`src/rtl/bcms_pkg.sv`:
```
package bcms_pkg;

  localparam int NumCliques = 1024;
  localparam int CidW = 10;
  localparam int SizeW = 11;
  localparam int CntW = 11;
  localparam int CostW = 14;

  localparam logic [2:0] ActSetSize = 3'd0;
  localparam logic [2:0] ActPush = 3'd1;
  localparam logic [2:0] ActBegin = 3'd2;
  localparam logic [2:0] ActNeighbor = 3'd3;
  localparam logic [2:0] ActEnd = 3'd4;

  localparam logic [SizeW-1:0] SizeMax = 11'd2047;

  typedef struct packed {
    logic [2:0] action;
    logic [CidW-1:0] clique_id;
    logic [SizeW-1:0] value;
    logic [15:0] random;
  } req_t;

endpackage

```
`src/rtl/bcms_front.sv`:
```
module bcms_front
  import bcms_pkg::*;
(
  input  logic clk,
  input  logic rst,
  input  logic in_valid,
  output logic in_ready,
  input  req_t in_req,
  output logic q_valid,
  input  logic q_ready,
  output req_t q_req
);

  // Two-entry queue; drop unknown action codes at the door.
  req_t mem [2];
  logic wr_ptr, rd_ptr;
  logic [1:0] count;
  logic push, pop, known;

  assign known = in_req.action == ActSetSize || in_req.action == ActPush ||
                 in_req.action == ActBegin || in_req.action == ActNeighbor ||
                 in_req.action == ActEnd;
  assign in_ready = count != 2'd2;
  assign push = in_valid && in_ready && known;
  assign q_valid = count != 2'd0;
  assign q_req = mem[rd_ptr];
  assign pop = q_valid && q_ready;

  always_ff @(posedge clk) begin
    if (rst) begin
      wr_ptr <= 1'b0;
      rd_ptr <= 1'b0;
      count <= 2'd0;
    end else begin
      if (push) wr_ptr <= ~wr_ptr;
      if (pop) rd_ptr <= ~rd_ptr;
      count <= count + {1'b0, push} - {1'b0, pop};
    end
  end

  always_ff @(posedge clk) begin
    if (push) mem[wr_ptr] <= in_req;
  end

endmodule

```
`config.mk`:
```
export PLATFORM = sky130hd
export DESIGN_NAME = bcms_front
export DESIGN_NICKNAME = d
export VERILOG_FILES = /design/src/rtl/bcms_pkg.sv /design/src/rtl/bcms_front.sv
export SDC_FILE = /design/constraint.sdc
export NUM_CORES = 1
export LEC_CHECK = 0
export ABC_AREA = 1
export BUFFER_PORTS_ARGS = -buffer_cell sky130_fd_sc_hd__buf_2
export CAP_MARGIN = 10
export CORE_MARGIN = 1
export CORE_UTILIZATION = 40
export CTS_CLUSTER_SIZE = 28
export DETAILED_ROUTE_END_ITERATION = 6
export PLACE_DENSITY = 0.74
export SETUP_SLACK_MARGIN = 0.15
export SLEW_MARGIN = 20
export SYNTH_ARGS = -nofsm -noshare
export SYNTH_HDL_FRONTEND = slang
export SYNTH_SLANG_ARGS = --single-unit
```
`constraint.sdc`:
```
create_clock -name clk -period 8.1 [get_ports clk]
set_input_delay 0 -clock clk [delete_from_list [all_inputs] [get_ports clk]]
set_output_delay 0 -clock clk [all_outputs]
set_load 0.01 [all_outputs]
```
Yosys cells after proc, flatten, opt, wreduce, memory -nomap -nowiden
Memory sizes are Yosys's and may differ from the RTL's. A register that Yosys moved wholly into a read port is not among the register bits.
Cells that the tools add are included.
{"block": "totals", "memories": 1, "reg_bits": 4, "in_bits": 44, "elab_cells": 26, "out_inout_bits": 42, "mem_bits_rw": 80}
{"name": "mem", "words": 2, "width": 40, "rd": 1, "rd_ports_with_merged_regs": 1, "wr": 1, "line_no": "bcms_front.sv:15", "source": "req_t mem [2];"}
{"block": "op_classes", "add_sub_neg": 2, "reduce_logical": 9, "muxes": 4, "eq_ne": 5, "bitwise": 2}
{"op": "$eq A3 B2 Y1 const B", "count": 2}
{"op": "$logic_or A1 B1 Y1", "count": 4}
{"op": "$mux W1", "count": 4}
{"op": "$eq A3 B1 Y1 const B", "count": 1}
{"op": "$eq A3 B3 Y1 const B", "count": 1}
{"op": "$logic_and A1 B1 Y1", "count": 3}
{"op": "$logic_not A3 Y1", "count": 1}
{"op": "$add A2 B1 Y2", "count": 1}
{"op": "$ne A2 B2 Y1 const B", "count": 1}
{"op": "$not A1 Y1", "count": 2}
{"op": "$reduce_bool A2 Y1", "count": 1}
{"op": "$sub A2 B1 Y2", "count": 1}

Logic depth before layout (Yosys ltp)
Gate-level depths: netlist of run 1.
{"block": "depth", "ltp_word": 8, "mapped_depth": 10, "depth_no_buf": 10}

Worst setup path before layout of run 1
Ideal clock, no wire load.
{"block": "synth_timing", "path_type": "register to register", "startpoint": "register count[0]", "endpoint": "memory mem[0][0] in the netlist's numbering, enable pin", "path_stages_with_launch": 5, "t_required_ns": 7.663, "arrival_time_ns": 2.366, "setup_slack_ns": 5.297, "setup_ns": 0.437, "n_path_buf": 0, "synth_period_minus_slack_ns": 2.803, "path_cell_list": "dfxtp_1 -> inv_1 -> a21oi_1 -> nand2_1 -> nor2_1"}
{"block": "synth_via", "elab_chain_len": 5}
{"item": "start: declaration", "line_no": "bcms_front.sv:17", "source": "logic [1:0] count;"}
{"item": "start signal: assignment", "line_no": "bcms_front.sv:37", "source": "count <= count + {1'b0, push} - {1'b0, pop};"}
{"item": "$ne A2 B2 Y1", "line_no": "bcms_front.sv:23", "source": "assign in_ready = count != 2'd2;"}
{"item": "$logic_and A1 B1 Y1 (2 in a row)", "line_no": "bcms_front.sv:24", "source": "assign push = in_valid && in_ready && known;"}
{"item": "$mux W1", "line_no": "bcms_front.sv:42", "source": "if (push) mem[wr_ptr] <= in_req;"}
{"item": "$mux W1 (implied by the code)", "line_no": "bcms_front.sv:42"}
{"item": "end: declaration", "line_no": "bcms_front.sv:15"}
No other way between the ends.

==> out/qor.txt, run 1 <==
==============================================================================
Type of the worst setup path                                           reg2out
Vias after detailed routing                                               1829
Port bufs                                                                   85
Die width                                                              90.7 um
Routability congestion estimate from global placement                    0.645
Area after detailed placement                                         3690 um2
Number of buffers between clock root and the deepest sink                    2
Total of fill cells in the finished design                                 587
Accumulated negative setup slack                                          0 ns
Element type at the critical path end                               output pin
Overflow after GRT                                                           0
Sequential share of the synthesized area                                 0.796
Unique cell type count in the Yosys netlist                                 13
Worst-skew pair later-pin latency                                      0.33 ns
Syn. warnings                                                                0
Cell type contributing the most total cell area after synthesis   sky130_fd_sc_hd__edfxtp_1
Launch instance of the worst min-delay path                           in_valid
Initial standard-cell utilization of the core                            0.425
Y dimension of the die                                                 90.7 um
Number of detailed-routing iterations run before antenna repair              4
Number of rows in the core area                                             31
Full die area                                                         8220 um2
Clock sink total                                                            85
Wire length of the first global-routing pass                           8610 um
# H-tree levels                                                              3
Final std cell area, no fill                                          4260 um2
Critical path required time                                            8.10 ns
CTS Buf Count                                                                9
Largest net degree at the start of global routing                           41
Gate Count Post-Synth                                                      160
Global routing usage summed across all routing layers                    0.140
Final cycle utilization of the critical path                             0.233
Synthesis-stage register bit count                                          85
Ports placed on the boundary                                                86
Hold Fails Final Rpt                                                         0
Routed wire length                                                     5360 um
Post-route clock skew                                               0.00583 ns
Data arrival time of the critical path                                 1.88 ns
Slew Viols, Final                                                            0
Synth-to-Final Area Change                                               35.3%
Setup repair bufs after CTS                                                  0
Total Nets Final                                                           340
Root Buffer                                                       sky130_fd_sc_hd__clkbuf_8
Power density normalized to cell area                               247 nW/um2
Vias in the first global route                                            1903
Result of the run                                                 finished clean
Unrepaired setup endpoints after global routing                          false
Area fraction of the dominant cell type after synthesis                  0.764
Synthesized cell area                                                 3150 um2
Tightest slew margin relative to the limit                               0.357
WL per Instance                                                        13.5 um
Starting DRC count in detailed routing                                      33
Worst r2r src                                                         count[0]
Antenna violations before repair                                             0
Clk slew on worst S/H paths                                            0.08 ns
Setup-failing EPs final                                                      0
Via-per-instance ratio                                                    4.60
Worst-case vdd ir drop                                                0.155 mV
Core area                                                             7410 um2
Worst setup SP type                                                       flop
Minimum clock period                                                   1.88 ns
Largest cells by area after synthesis                             sky130_fd_sc_hd__edfxtp_1 76%, sky130_fd_sc_hd__mux2_2 14%, sky130_fd_sc_hd__dfxtp_1 3.2%, sky130_fd_sc_hd__buf_6 1.4%, sky130_fd_sc_hd__nand2_1 0.95%
Leakage dissipation                                                    1.61 nW
Remaining antenna violation count                                            0
Remaining routing DRC violations                                             0
CP max FO                                                                   40
Class of the tightest hold or removal check                             in2reg
Highest attainable clock frequency                                     531 MHz
Mean Syn Cell Area                                                    19.7 um2
Inserted Diodes                                                              0
Placed wire-length estimate after detailed placement                   3120 um
Fraction of layout instances using a drive strength above 1              0.472
Worst-Margin Slew                                                     0.964 ns
Maxcap violations                                                            0
TritonCTS clock tree                                                      done
Mapped Nets                                                                206
==============================================================================
## synth_stat cells, drive strengths merged
| cell type | n |
|---|---|
| mux2 | 40 |
| buf | 4 |
| a21oi | 2 |
| o21ai | 1 |
| dfxtp | 5 |
| nand2 | 8 |
| nand3 | 1 |
| ha | 2 |
| o21a | 1 |
| edfxtp | 80 |
| nor2 | 8 |
| inv | 7 |
| xnor2 | 1 |
## cell type report
cell class              count  area, um2  share of cell area
repair buffers            127        863               0.203
multi-input cells          64        579               0.136
inverters                   7       26.3             0.00617
clock buffers              11        131              0.0309
flip-flops and latches     85       2500               0.588
clock inverters             5       27.5             0.00647
well taps                  99        124              0.0291
## cell families after synthesis
group                    count (synthesis)  synth area share
flip-flops                              85             0.796
AO/OA/AOI/OAI                            4           0.00716
multiplexers                            40             0.143
AND/OR/NAND/NOR                         17            0.0207
buffers and inverters                   11            0.0227
adder cells (fa/ha/maj)                  2           0.00795
XOR/XNOR                                 1           0.00278
## per-layer routing
metal  vias to the layer above  track usage  share of wire  wire length [um]
li1                        869            -              -                 -
met1                       892        0.150           0.41              2210
met2                        60        0.254           0.52              2790
met3                         8       0.0387          0.051               274
met4                         0       0.0605          0.016                84
met5                         -            0              0                 0
## state kept, by name (all words and copies together) (netlist names), named ones only
| register | count |
|---|---|
| wr_ptr | 1 |
| count | 2 |
| mem | 80 |
| rd_ptr | 1 |
## power by group
part | leakage [nW] | switching (mW) | internal [mW]
logic | 0.761 | 0.110 | 0.130
clock network | 0.0744 | 0.134 | 0.109
registers | 0.778 | 0.0369 | 0.532
## worst paths after layout
kind / end / slack, ns / cells past startpoint
worst min register to register: flop / 0.51 / 2
worst max-delay path: q_req[28] / 6.22 / 2
worst max register to register: mem[1][14] / 6.22 / 4
worst min-delay path: wr_ptr / 0.07 / 5
## timing repair
action / CTS / global route
hold buffers: 41 / 0
hold endpoints to repair: 85 / 0
gates resized for setup: 0 / 0
## placed cells by master, fill, tap and decap left out
cell type	instances
sky130_fd_sc_hd__clkinv_1	2
sky130_fd_sc_hd__o21a_1	1
sky130_fd_sc_hd__nand2_1	8
sky130_fd_sc_hd__clkinvlp_4	2
sky130_fd_sc_hd__inv_2	1
sky130_fd_sc_hd__nor2_1	7
sky130_fd_sc_hd__clkbuf_1	2
sky130_fd_sc_hd__dfxtp_1	4
sky130_fd_sc_hd__buf_16	1
sky130_fd_sc_hd__dfxtp_2	1
sky130_fd_sc_hd__inv_1	6
sky130_fd_sc_hd__ha_1	2
sky130_fd_sc_hd__nor2_4	1
sky130_fd_sc_hd__xnor2_1	1
sky130_fd_sc_hd__edfxtp_1	80
sky130_fd_sc_hd__o21ai_0	1
sky130_fd_sc_hd__a21oi_1	2
sky130_fd_sc_hd__mux2_2	40
sky130_fd_sc_hd__clkinv_2	1
sky130_fd_sc_hd__dlygate4sd3_1	41
sky130_fd_sc_hd__buf_2	85
sky130_fd_sc_hd__clkbuf_8	9
sky130_fd_sc_hd__nand3_1	1
## worst max-delay path, stage by stage (launching register included)
cell	delay (ns)
sky130_fd_sc_hd__dfxtp_2	0.97
sky130_fd_sc_hd__mux2_2	0.43
sky130_fd_sc_hd__buf_2	0.14
## metrics by stage
stage | hold WS, ns | cells | setup slack (ns) | utilization | power, mW
after floorplan | 0.0712 | 160 | 5.30 | - | 0.721
after global placement | 0.169 | 340 | 6.02 | 0.494 | 0.798
after detailed placement | 0.179 | 341 | 6.19 | 0.498 | 0.807
after CTS | 0.0501 | 398 | 6.14 | 0.574 | 1.07
after global routing | 0.129 | 398 | 6.02 | 0.574 | 1.11
final | 0.0683 | 398 | 6.22 | 0.574 | 1.05
Power figures use the tool's default switching activity.
==> run 2, diff against run 1 <==
- PLACE_DENSITY: 0.74 -> 0.76
- clock period: 8.1 -> 1.72 ns (I/O delays scaled with it)
==> run 2 against run 1 <==
Combinational power grew to 6.2 times the previous value; sequential share of layout area fell by 2.9 points; clock-buffer cell count increased by 2; via count increased by 2.8%; final cell count grew 2.8%; clock skew up 0.0065 ns; hold slack better by 0.11 ns; flip-flop and latch count unchanged; critical endpoint is now count[1]; largest cell class unchanged; largest power group unchanged; highest routed layer unchanged.
==> out/qor.txt, run 2 (synthesized netlist as in run 1, its figures left out) <==
================================================================================
TritonCTS clock tree                                                        done
Core area                                                               7410 um2   unchanged
Remaining routing DRC violations                                               0   unchanged
Vias after detailed routing                                                 1881   +2.8%
Remaining antenna violation count                                              0   unchanged
Starting DRC count in detailed routing                                        59   +79%
Leakage dissipation                                                      1.69 nW   +4.9%
Data arrival time of the critical path                                   1.86 ns   -0.02 ns
Unrepaired setup endpoints after global routing                             true
Power density normalized to cell area                                1220 nW/um2   +390%
WL per Instance                                                          14.4 um   +6.8%
Minimum clock period                                                     1.64 ns
Highest attainable clock frequency                                       610 MHz
Fraction of layout instances using a drive strength above 1                0.529   +0.0575
Area occupied by registers                                              2510 um2   about the same
Placed instance count                                                        346   +1.5%
CP max FO                                                                      3   -93%
Post-route clock skew                                                  0.0124 ns   +0.00654 ns
Element type at the critical path end                                       flop
Class of the tightest hold or removal check                               in2reg
Die width                                                                90.7 um   unchanged
Synth-to-Final Area Change                                                 42.4%
Reg with most FFs                                                            mem
Initial standard-cell utilization of the core                              0.425   unchanged
Worst setup SP type                                                   input port
Slew Viols, Final                                                              0   unchanged
Type of the worst setup path                                              in2reg
Internal Power                                                           4.02 mW   +420%
Fraction of power consumed by sequential logic                             0.473   -0.068
# H-tree levels                                                                3   unchanged
Placed wire-length estimate after detailed placement                     3430 um   +10%
Total of fill cells in the finished design                                   574   -2.2%
Hold Fails Final Rpt                                                           0   unchanged
Area occupied by multi-input gates                                       644 um2   +11%
Crit Reg-Reg Endpoint                                                   count[1]
Worst hold path depth                                                          5   unchanged
Biggest regs                                                        mem x80, count x2
Number of detailed-routing iterations run before antenna repair                6   +2
Tightest slew margin relative to the limit                                 0.676   +0.319
Final hold slack                                                        0.176 ns   +0.108 ns
Ports placed on the boundary                                                  86   unchanged
Final standard cell count with taps included and fillers excluded            409   +2.8%
Global routing usage summed across all routing layers                      0.149   +0.00980
Result of the run                                                   finished clean
Number of flip-flops under the largest register name                          80   unchanged
Via-per-instance ratio                                                      4.60   about the same
Depth of the most critical reg-to-reg path                                    10   +6
Maxcap violations                                                              0   unchanged
Critical path required time                                              1.95 ns   -6.15 ns
Sw Share                                                                   0.264   -0.00337
Y dimension of the die                                                   90.7 um   unchanged
Worst-skew pair later-pin latency                                        0.34 ns   about the same
Port bufs                                                                     85   unchanged
Accumulated negative setup slack                                            0 ns   unchanged
Wire length of the first global-routing pass                             9320 um   +8.2%
Clk slew on worst S/H paths                                              0.08 ns   about the same
Full die area                                                           8220 um2   unchanged
Combinational share of power                                               0.271   +0.042
Number of buffers between clock root and the deepest sink                      2   unchanged
Total Nets Final                                                             351   +3.2%
Top library cells by usage in the layout, fill and taps aside       85 x sky130_fd_sc_hd__buf_2, 80 x sky130_fd_sc_hd__edfxtp_1, 41 x sky130_fd_sc_hd__dlygate4sd3_1
Inserted Diodes                                                                0   unchanged
Root Buffer                                                         sky130_fd_sc_hd__clkbuf_8
Portion of total power attributed to the clock network                     0.256   +0.025
Antenna violations before repair                                               0   unchanged
Final cycle utilization of the critical path                               0.953
Vias in the first global route                                              2011   +5.7%
Clock sink total                                                              85   unchanged
Overflow after GRT                                                             0   unchanged
Setup slack of the worst register-to-register path                       0.10 ns   -6.12 ns
Setup-failing EPs final                                                        0   unchanged
Sw Pwr                                                                   1.44 mW   +410%
Routability congestion estimate from global placement                      0.678   +5.1%
Launch instance of the worst min-delay path                              q_ready
Worst r2r src                                                           count[0]
Worst-Margin Slew                                                       0.480 ns   -0.483 ns
CTS Buf Count                                                                  9   unchanged
Largest net degree at the start of global routing                             27   -34%
Number of rows in the core area                                               31   unchanged
Worst-case vdd ir drop                                                  0.851 mV   +450%
Most common library cell in the layout ignoring fill and taps       sky130_fd_sc_hd__buf_2
Routed wire length                                                       5880 um   +9.7%
================================================================================
[run 2: cell count changes in the layout (fill, tap and decap cells not counted), moves of 2 or more]
cell | before | now
sky130_fd_sc_hd__buf_12 | 0 | 3
sky130_fd_sc_hd__dfxtp_1 | 4 | 2
sky130_fd_sc_hd__inv_1 | 6 | 4
sky130_fd_sc_hd__clkinv_1 | 2 | 0
sky130_fd_sc_hd__clkbuf_8 | 9 | 11
sky130_fd_sc_hd__ha_4 | 0 | 2
sky130_fd_sc_hd__buf_4 | 0 | 8
sky130_fd_sc_hd__ha_1 | 2 | 0
sky130_fd_sc_hd__dfxtp_2 | 1 | 3
[run 2: worst max-delay path: stages]
cell                            delay [ns]
sky130_fd_sc_hd__dlygate4sd3_1        0.54
sky130_fd_sc_hd__buf_2                0.14
sky130_fd_sc_hd__o21ai_0              0.19
sky130_fd_sc_hd__nand2_2              0.15
sky130_fd_sc_hd__ha_4                 0.29
sky130_fd_sc_hd__inv_2                0.04
sky130_fd_sc_hd__ha_4                 0.17
sky130_fd_sc_hd__xnor2_4              0.15
sky130_fd_sc_hd__nand2_1              0.09
sky130_fd_sc_hd__nand2_1              0.06
sky130_fd_sc_hd__nor2_1               0.03
[run 2: metal layers]
layer,vias up,wire length [um],track usage
met5,-,0,0
met4,0,70,0.0565
met3,9,234,0.0488
met2,61,3200,0.271
met1,917,2380,0.160
li1,894,-,-
[run 2: layout make-up]
cell class,instances,share of cell area
sequential,85,0.560
timing repair buffer,138,0.216
multi-input combinational,64,0.144
clock buffer,13,0.0355
tap,99,0.0277
clock inverter,3,0.0101
inverter,7,0.00726
[run 2: worst max-delay path by stage]
stage / to / from
6_report: count[1] / in_req[39]
5_1_grt: count[1] / count[0]
4_1_cts: count[1] / count[0]
3_5_place_dp: count[1] / count[0]
3_3_place_gp: count[1] / count[0]
2_1_floorplan: mem[0][0] / count[0]
[run 2: metrics by stage]
step	setup slack, ns	util	cell area [um2]	power, mW
after floorplan	0.0551	-	3160	3.41
after global placement	0.153	0.507	3750	3.82
after detailed placement	0.0336	0.507	3750	3.85
after CTS	0.144	0.595	4410	5.39
after global routing	0.0452	0.604	4480	5.71
final	0.0803	0.604	4480	5.46
[run 2: power by group through the flow]
stage               Combinational [mW]  Clock [mW]  Sequential (mW)
detailed placement                1.23           0             2.62
global placement                  1.22           0             2.60
CTS                               1.37        1.44             2.57
global route                      1.59        1.52             2.60
finish                            1.48        1.40             2.58
floorplan                        0.802           0             2.61
[run 2: repair_timing]
| item | in CTS | in global routing |
|---|---|---|
| gates resized for setup | 4 | 7 |
| setup endpoints to repair | 1 | 8 |
| setup buffers | 3 | 3 |
| hold endpoints to repair | 85 | 0 |
| pin swaps | 3 | 5 |
| hold buffers | 41 | 0 |
==> run 3, diff against run 2 <==
==> constraint.sdc (replaced) <==
create_clock -name clk -period 1.72 [get_ports clk]
set_input_delay 0.258 -clock clk [delete_from_list [all_inputs] [get_ports clk]]
set_output_delay 0.258 -clock clk [all_outputs]
set_load 0.01 [all_outputs]
==> run 3 against run 2 <==
Final cell count shrank 11%; first-iteration DRC count fell by 34%; sequential power hardly changed; hold slack worse by 0.11 ns.
==> out/qor.txt, run 3 (synthesized netlist as in run 1, its figures left out) <==
==============================================================================
Result of the run                                                 finished clean
Most used routing layer in global routing                                 met2
Worst-skew pair later-pin latency                                      0.34 ns   about the same
Number of rows in the core area                                             31   unchanged
Type of the worst setup path                                           reg2out
CTS Buf Count                                                                9   unchanged
Slew Viols, Final                                                            0   unchanged
Highest attainable clock frequency                                     594 MHz   -2.7%
Remaining routing DRC violations                                             0   unchanged
Final std cell area, no fill                                          4360 um2   -2.7%
Worst hold path depth                                                        2   -3
Top library cells by usage in the layout, fill and taps aside     80 x sky130_fd_sc_hd__edfxtp_1, 60 x sky130_fd_sc_hd__buf_2, 29 x sky130_fd_sc_hd__mux2_2
TritonCTS clock tree                                                      done
Leakage dissipation                                                    1.66 nW   -2.2%
Setup slack of the worst register-to-register path                     0.14 ns   +0.04 ns
Core occupancy in the finished layout                                    0.588   -0.0160
Core area                                                             7410 um2   unchanged
Reg with most FFs                                                          mem
Starting DRC count in detailed routing                                      39   -34%
Via-per-instance ratio                                                    4.68   +1.7%
Post-route clock skew                                               0.00671 ns   -0.00565 ns
GR Layer Usage met3                                                     0.0345   -0.0143
Port bufs                                                                   85   unchanged
Overflow after GRT                                                           0   unchanged
Root Buffer                                                       sky130_fd_sc_hd__clkbuf_8
Hold path endpoint                                                    count[0]
Power density normalized to cell area                              1400 nW/um2   +15%
Ports placed on the boundary                                                86   unchanged
Biggest regs                                                      mem x80, count x2
Routability congestion estimate from global placement                    0.766   +13%
Hold Fails Final Rpt                                                         0   unchanged
Antenna violations before repair                                             0   unchanged
Vias in the first global route                                            1759   -13%
CP max FO                                                                   11   +8
Initial standard-cell utilization of the core                            0.425   unchanged
Global-route track usage on met2                                         0.238   -0.0335
Area after detailed placement                                         3770 um2   +0.47%
Worst-Margin Slew                                                     0.358 ns   -0.122 ns
Clk slew on worst S/H paths                                            0.08 ns   about the same
Fraction of layout instances using a drive strength above 1              0.603   +0.0740
Tightest slew margin relative to the limit                               0.759   +0.0831
Vias after detailed routing                                               1712   -9.0%
Wire length of the first global-routing pass                           8300 um   -11%
Worst setup SP type                                                       flop
Number of flip-flops under the largest register name                        80   unchanged
Remaining antenna violation count                                            0   unchanged
Unrepaired setup endpoints after global routing                           true
Die width                                                              90.7 um   unchanged
Largest net degree at the start of global routing                           41   +52%
Number of buffers between clock root and the deepest sink                    2   unchanged
Worst r2r src                                                         count[0]
Class of the tightest hold or removal check                             in2reg
Clock sink total                                                            85   unchanged
Number of detailed-routing iterations run before antenna repair              4   -2
Full die area                                                         8220 um2   unchanged
Most common library cell in the layout ignoring fill and taps     sky130_fd_sc_hd__edfxtp_1
Total Nets Final                                                           308   -12%
Final cycle utilization of the critical path                             0.980   +0.0263
Accumulated negative setup slack                                          0 ns   unchanged
Global routing usage summed across all routing layers                    0.136   -0.0134
Setup-failing EPs final                                                      0   unchanged
Element type at the critical path end                               output pin
Depth of the most critical reg-to-reg path                                  10   unchanged
Global routing usage on met1                                             0.152   -0.00722
Routed wire length                                                     5500 um   -6.6%
Placed wire-length estimate after detailed placement                   3340 um   -2.7%
Crit Reg-Reg Endpoint                                                 count[1]
Maxcap violations                                                            0   unchanged
Worst-case vdd ir drop                                                0.806 mV   -5.3%
# H-tree levels                                                              3   unchanged
Critical path required time                                            1.46 ns   -0.49 ns
Inserted Diodes                                                              0   unchanged
Minimum clock period                                                   1.68 ns   +0.0452 ns
Synth-to-Final Area Change                                               38.6%
Launch instance of the worst min-delay path                                rst
WL per Instance                                                        15.0 um   +4.4%
Y dimension of the die                                                 90.7 um   unchanged
Data arrival time of the critical path                                 1.43 ns   -0.43 ns
==============================================================================
==> run 3: routing by layer <==
| metal | vias up | share of wire | wire [um] |
|---|---|---|---|
| met3 | 10 | 0.047 | 256 |
| met4 | 0 | 0.018 | 97 |
| li1 | 810 | - | - |
| met1 | 840 | 0.41 | 2260 |
| met5 | - | 0 | 0 |
| met2 | 52 | 0.52 | 2880 |
==> run 3: worst max path at each step <==
stage	to	slack, ns	cells past startpoint
final	q_req[13]	0.04	3
after global routing	q_req[13]	-0.02	3
after CTS	q_req[27]	0.009	3
after detailed placement	count[1]	-0.08	10
after global placement	count[1]	0.02	10
after floorplan	mem[0][0]	0.06	4
==> run 3: through the flow <==
| stage | hold slack [ns] | cells | setup slack (ns) | power, mW |
|---|---|---|---|---|
| CTS | 0.0478 | 364 | 0.00860 | 5.76 |
| global placement | 0.428 | 345 | 0.0163 | 3.88 |
| global route | 0.0504 | 366 | -0.0158 | 6.38 |
| detailed placement | 0.428 | 345 | -0.0778 | 3.91 |
| finish | 0.0650 | 366 | 0.0351 | 6.11 |
| floorplan | 0.322 | 160 | 0.0607 | 3.41 |
==> run 3: cell type report <==
| type | instances | area (um2) |
|---|---|---|
| clock buffers | 10 | 128 |
| clock inverters | 6 | 134 |
| fillers | 580 | 3050 |
| inverters | 7 | 30.0 |
| multi-input cells | 64 | 678 |
| flip-flops and latches | 85 | 2510 |
| well taps | 99 | 124 |
| repair buffers | 95 | 758 |
==> run 3: repair_timing <==
| item | in CTS | in global routing |
|---|---|---|
| pin swaps | 4 | 6 |
| setup buffers | 3 | 0 |
| gates cloned | 0 | 2 |
| gates resized for setup | 4 | 41 |
| hold buffers | 0 | 0 |
| setup endpoints to repair | 41 | 41 |
==> run 3: worst max-delay path: stages, from the launching register on <==
cell	delay, ns
sky130_fd_sc_hd__dfxtp_4	0.42
sky130_fd_sc_hd__clkbuf_16	0.19
sky130_fd_sc_hd__mux2_2	0.34
sky130_fd_sc_hd__buf_2	0.14
==> run 3: report_power, final <==
group,leakage (nW),internal (mW),switching [mW],total [mW]
combinational,0.746,0.978,0.748,1.73
clock,0.131,1.11,0.671,1.79
sequential,0.779,2.51,0.0882,2.59
total,1.66,4.60,1.51,6.11
